--- config.mk ---
export PLATFORM = sky130hd
export DESIGN_NAME = cdt_ram
export DESIGN_NICKNAME = d
export VERILOG_FILES = /design/src/hdl/cdt_ram.sv
export SDC_FILE = /design/constraint.sdc
export NUM_CORES = 2
export LEC_CHECK = 0
export BUFFER_PORTS_ARGS = -buffer_cell sky130_fd_sc_hd__buf_4
export CAP_MARGIN = 40
export CORE_MARGIN = 4
export CORE_UTILIZATION = 35
export CTS_BUF_LIST = sky130_fd_sc_hd__clkbuf_8 sky130_fd_sc_hd__clkbuf_16
export DETAILED_ROUTE_END_ITERATION = 10
export SLEW_MARGIN = 20
export SYNTH_ARGS = -nofsm -noshare
export SYNTH_HDL_FRONTEND = slang
export SYNTH_SLANG_ARGS = --single-unit
--- constraint.sdc ---
create_clock -name clk -period 3.1 [get_ports clk]
set_clock_uncertainty 0.1 [all_clocks]
set_input_delay 0.62 -clock clk [delete_from_list [all_inputs] [get_ports clk]]
set_output_delay 0.62 -clock clk [all_outputs]
set_load 0.1 [all_outputs]
--- src/hdl/cdt_ram.sv ---
// Generic single-write, single-read synchronous RAM with registered read data.
`timescale 1ns / 1ps

module cdt_ram #(
    parameter int WIDTH = 8,
    parameter int DEPTH = 256
) (
    input  logic                     clk,
    input  logic                     we,
    input  logic [$clog2(DEPTH)-1:0] waddr,
    input  logic [WIDTH-1:0]         wdata,
    input  logic                     re,
    input  logic [$clog2(DEPTH)-1:0] raddr,
    output logic [WIDTH-1:0]         rdata
);

    logic [WIDTH-1:0] mem [DEPTH];

    always_ff @(posedge clk)
    begin
        if (we)
        begin
            mem[waddr] <= wdata;
        end
        if (re)
        begin
            rdata <= mem[raddr];
        end
    end

endmodule

==> impl_metrics.csv <==
group,metric,value,unit
detailed_routing,routed_wl,206000,um
global_routing,met1_usage,24.3,%
timing,slew_violations,0,
logic_synthesis,syn_area,79600,um2
global_routing,grt_pass1_wl,298000,um
place,hpwl,133000,um
finish,nFillCells,19700,
detailed_routing,drtPass1Iterations,6,
logic_synthesis,synth_edf_count,2056,
setup_path,critPathMaxFanout,26,
floorplanning,fp.dieW,485,um
pwr,p_comb_share,5.8,%
logic_synthesis,yosysMostFrequentCell,"edfxtp_1",
clocking,cts_max_path_buffers,3,
clocking,hold_buffers,0,
finish,multi_input_area,16500,um2
global_routing,grt_pass1_vias,41000,
pwr,power.internal,44.6,mW
logic_synthesis,yosysTopAreaCellShare,77.5,%
logic_synthesis,yosys.area.top_type,"edfxtp_1",
pwr,power_frac_seq,54.0,%
detailed_routing,dr.first_iter.drc_count,4689,
clocking,cts_tree,"done",
floorplanning,coreArea,226000,um2
place,placedInstanceArea,88100,um2
clocking,cts_root_buf,"clkbuf_16",
timing,min_period,2880,ps
pwr,power_frac_clock,40.3,%
min_path,hold_class,"in2reg",
clocking,numCtsBuffers,198,
timing,fin_hold_ws,74.7,ps
setup_path,cp-end-kind,"flip-flop",
finish,final_nets,4413,
pwr,powerDensity,603,nW/um2
logic_synthesis,synth_seq_area_share,77.5,%
place,port_buffers,34,
detailed_routing,wl_per_cell,27.4,um
timing,rsz0062_at_grt,"no",
setup_path,cp.required,3570,ps
global_routing,grt_usage,17.4,%
global_routing,grt_max_degree,106,
logic_synthesis,synthArstFlopShare,0,%
clocking,clk_pin_slew,60,ps
timing,hold_viol_final,0,
pwr,ir_worst_vdd,522,uV
run_status,run_status,"completed",
global_routing,antenna_found_initial,6,
run,max-cap-violations,0,
place,placedCellCount,7178,
detailed_routing,vias,40500,
clocking,cts-resized-gates,0,
detailed_routing,via_per_inst,5.37,
timing,setup_slack,221,ps
pwr,design_power_total,56.9,mW
place,gp_congestion,0.847,
setup_path,path_cells,"buf_8 -> buf_12 -> buf_12 -> buf_4 -> mux4_2 -> a22oi_1 -> nand4_1 -> a22oi_1 -> buf_4 -> nor4_2",
finish,stdcell_count,7544,
finish,syn_to_final_growth,18.4,%
logic_synthesis,synth_seq_cells,2056,
logic_synthesis,yosys_warnings,0,
global_routing,grt_overflow,0,
logic_synthesis,yosysUniqueCellTypes,54,
timing,relSlewSlack,32.4,%
floorplanning,die_h,485,um
logic_synthesis,postSynthCellCount,3733,
logic_synthesis,synth_ff_type,"edfxtp_1",
global_routing,grtUsageMet3,2.74,%
clocking,post_cts_buffers,0,
global_routing,busiest_layer,"met2",
timing,setup_viol,0,
detailed_routing,drc_errors,0,
floorplanning,ioPinCount,35,
place,dpl_worst_slack,-636,ps
finish,drive_above_1_share,31.2,%
global_routing,use_met2,28.2,%
clocking,clkLatencyLatePin,840,ps
floorplanning,dieArea,235000,um2
logic_synthesis,syn_avg_cell_area,21.3,um2
finish,finalInstanceArea,94300,um2
setup_path,cp-start-kind,"input port",
clocking,cts_sinks,2056,
timing,min_period_over_period,92.9,%
timing,worst_pin_slew,1010,ps
setup_path,critical_path_class,"in2reg",
setup_path,cp_slowest_cell,"a22oi_1",
floorplanning,start_util,35.3,%
logic_synthesis,synth_area_leaders,"edfxtp_1, mux4_2, mux2i_1",
logic_synthesis,yosys-top-cells-count,"edfxtp_1, mux4_2, nor2_1",
pwr,switching_share,21.7,%
setup_path,arrival,3350,ps
logic_synthesis,syn_nets,3760,
clocking,htreeDepth,4,
floorplanning,rows,174,
setup_path,cp_slowest_stage_delay,640,ps
pwr,p_sw,12.3,mW
pwr,leakage,30.3,nW
finish,register_area,61700,um2
detailed_routing,ant_nets,0,
timing,fmax,347,MHz
-- path summary, 6_finish.rpt --
check                                end  slack (ps)  startpoint  depth (start not counted)
worst min-delay path            rdata[4]          70          re                          1
worst max register to register  rdata[0]         310  mem[66][0]                          6
worst min register to register  rdata[2]        1120   mem[5][2]                          6
worst max-delay path            rdata[6]         220    raddr[0]                         10
-- registers in the layout (all words and copies together) (netlist names) --
name   count
mem     2048
rdata      8
-- per-stage QoR --
step / setup TNS [ps] / util (%)
floorplan: 0 / -
global placement: -4250 / 39.1
detailed placement: -4060 / 39.1
CTS: 0 / 41.8
global route: 0 / 41.8
finish: 0 / 41.8
-- power by group through the flow --
stage / combinational, mW / sequential (mW) / clock, mW
3_3_place_gp: 3.27 / 31.3 / 0
5_1_grt: 3.46 / 30.7 / 24.6
4_1_cts: 3.31 / 30.7 / 23.4
2_1_floorplan: 1.49 / 31.4 / 0
3_5_place_dp: 3.30 / 31.3 / 0
6_report: 3.27 / 30.7 / 22.9
-- critical path: cells and delay by family --
kind | cells | cell delay (ps)
simple gates | 2 | 290
mux | 1 | 500
buf+inv | 5 | 1030
compound gates | 2 | 840
-- area by class of cell --
type	instances	area share [%]
Tap cell	2992	3.97
Inverter	2	0.00796
Clock inverter	163	1.19
Antenna cell	3	0.00796
Clock buffer	200	5.31
Sequential cell	2056	65.5
Timing Repair Buffer	686	6.52
Multi-Input combinational cell	1442	17.5
-- cells by family (layout without fill, tap and decap cells) --
family	Yosys count	after routing	share of synthesized area (%)
buffers and inverters	235	1051	1.83
AOI/OAI and AO/OA	385	385	3.42
and+or+nand+nor	466	466	2.63
DFF	2056	2056	77.5
muxes	591	591	14.6
other	0	3	0
-- cell usage in the layout, fill, tap and decap left out, types with 13 or more instances in the layout --
master     netlist  layout
a211oi_1        16      16
a21oi_1         96      96
a221oi_1        13      13
a22oi_1        133     133
buf_12           8      74
buf_4           27     602
clkbuf_16        0     200
clkinv_1         1      48
clkinv_2         0      28
edfxtp_1      2056    2056
inv_1            1      58
mux2i_1        134     134
mux4_2         454     454
nand2_1         33      33
nand3_1         34      34
nor2_1         282     279
nor2b_1         31      28
nor3_1          22      22
nor4_1          24      24
o221ai_1        46      46
o22ai_1         28      28
-- metal layers --
layer  vias up  part of all wire (%)
met4         0                   2.8
met3       300                   6.7
li1      17000                     -
met1     21600                    42
met5         -                     0
met2      1576                    49
(Power assumes the default switching activity.)
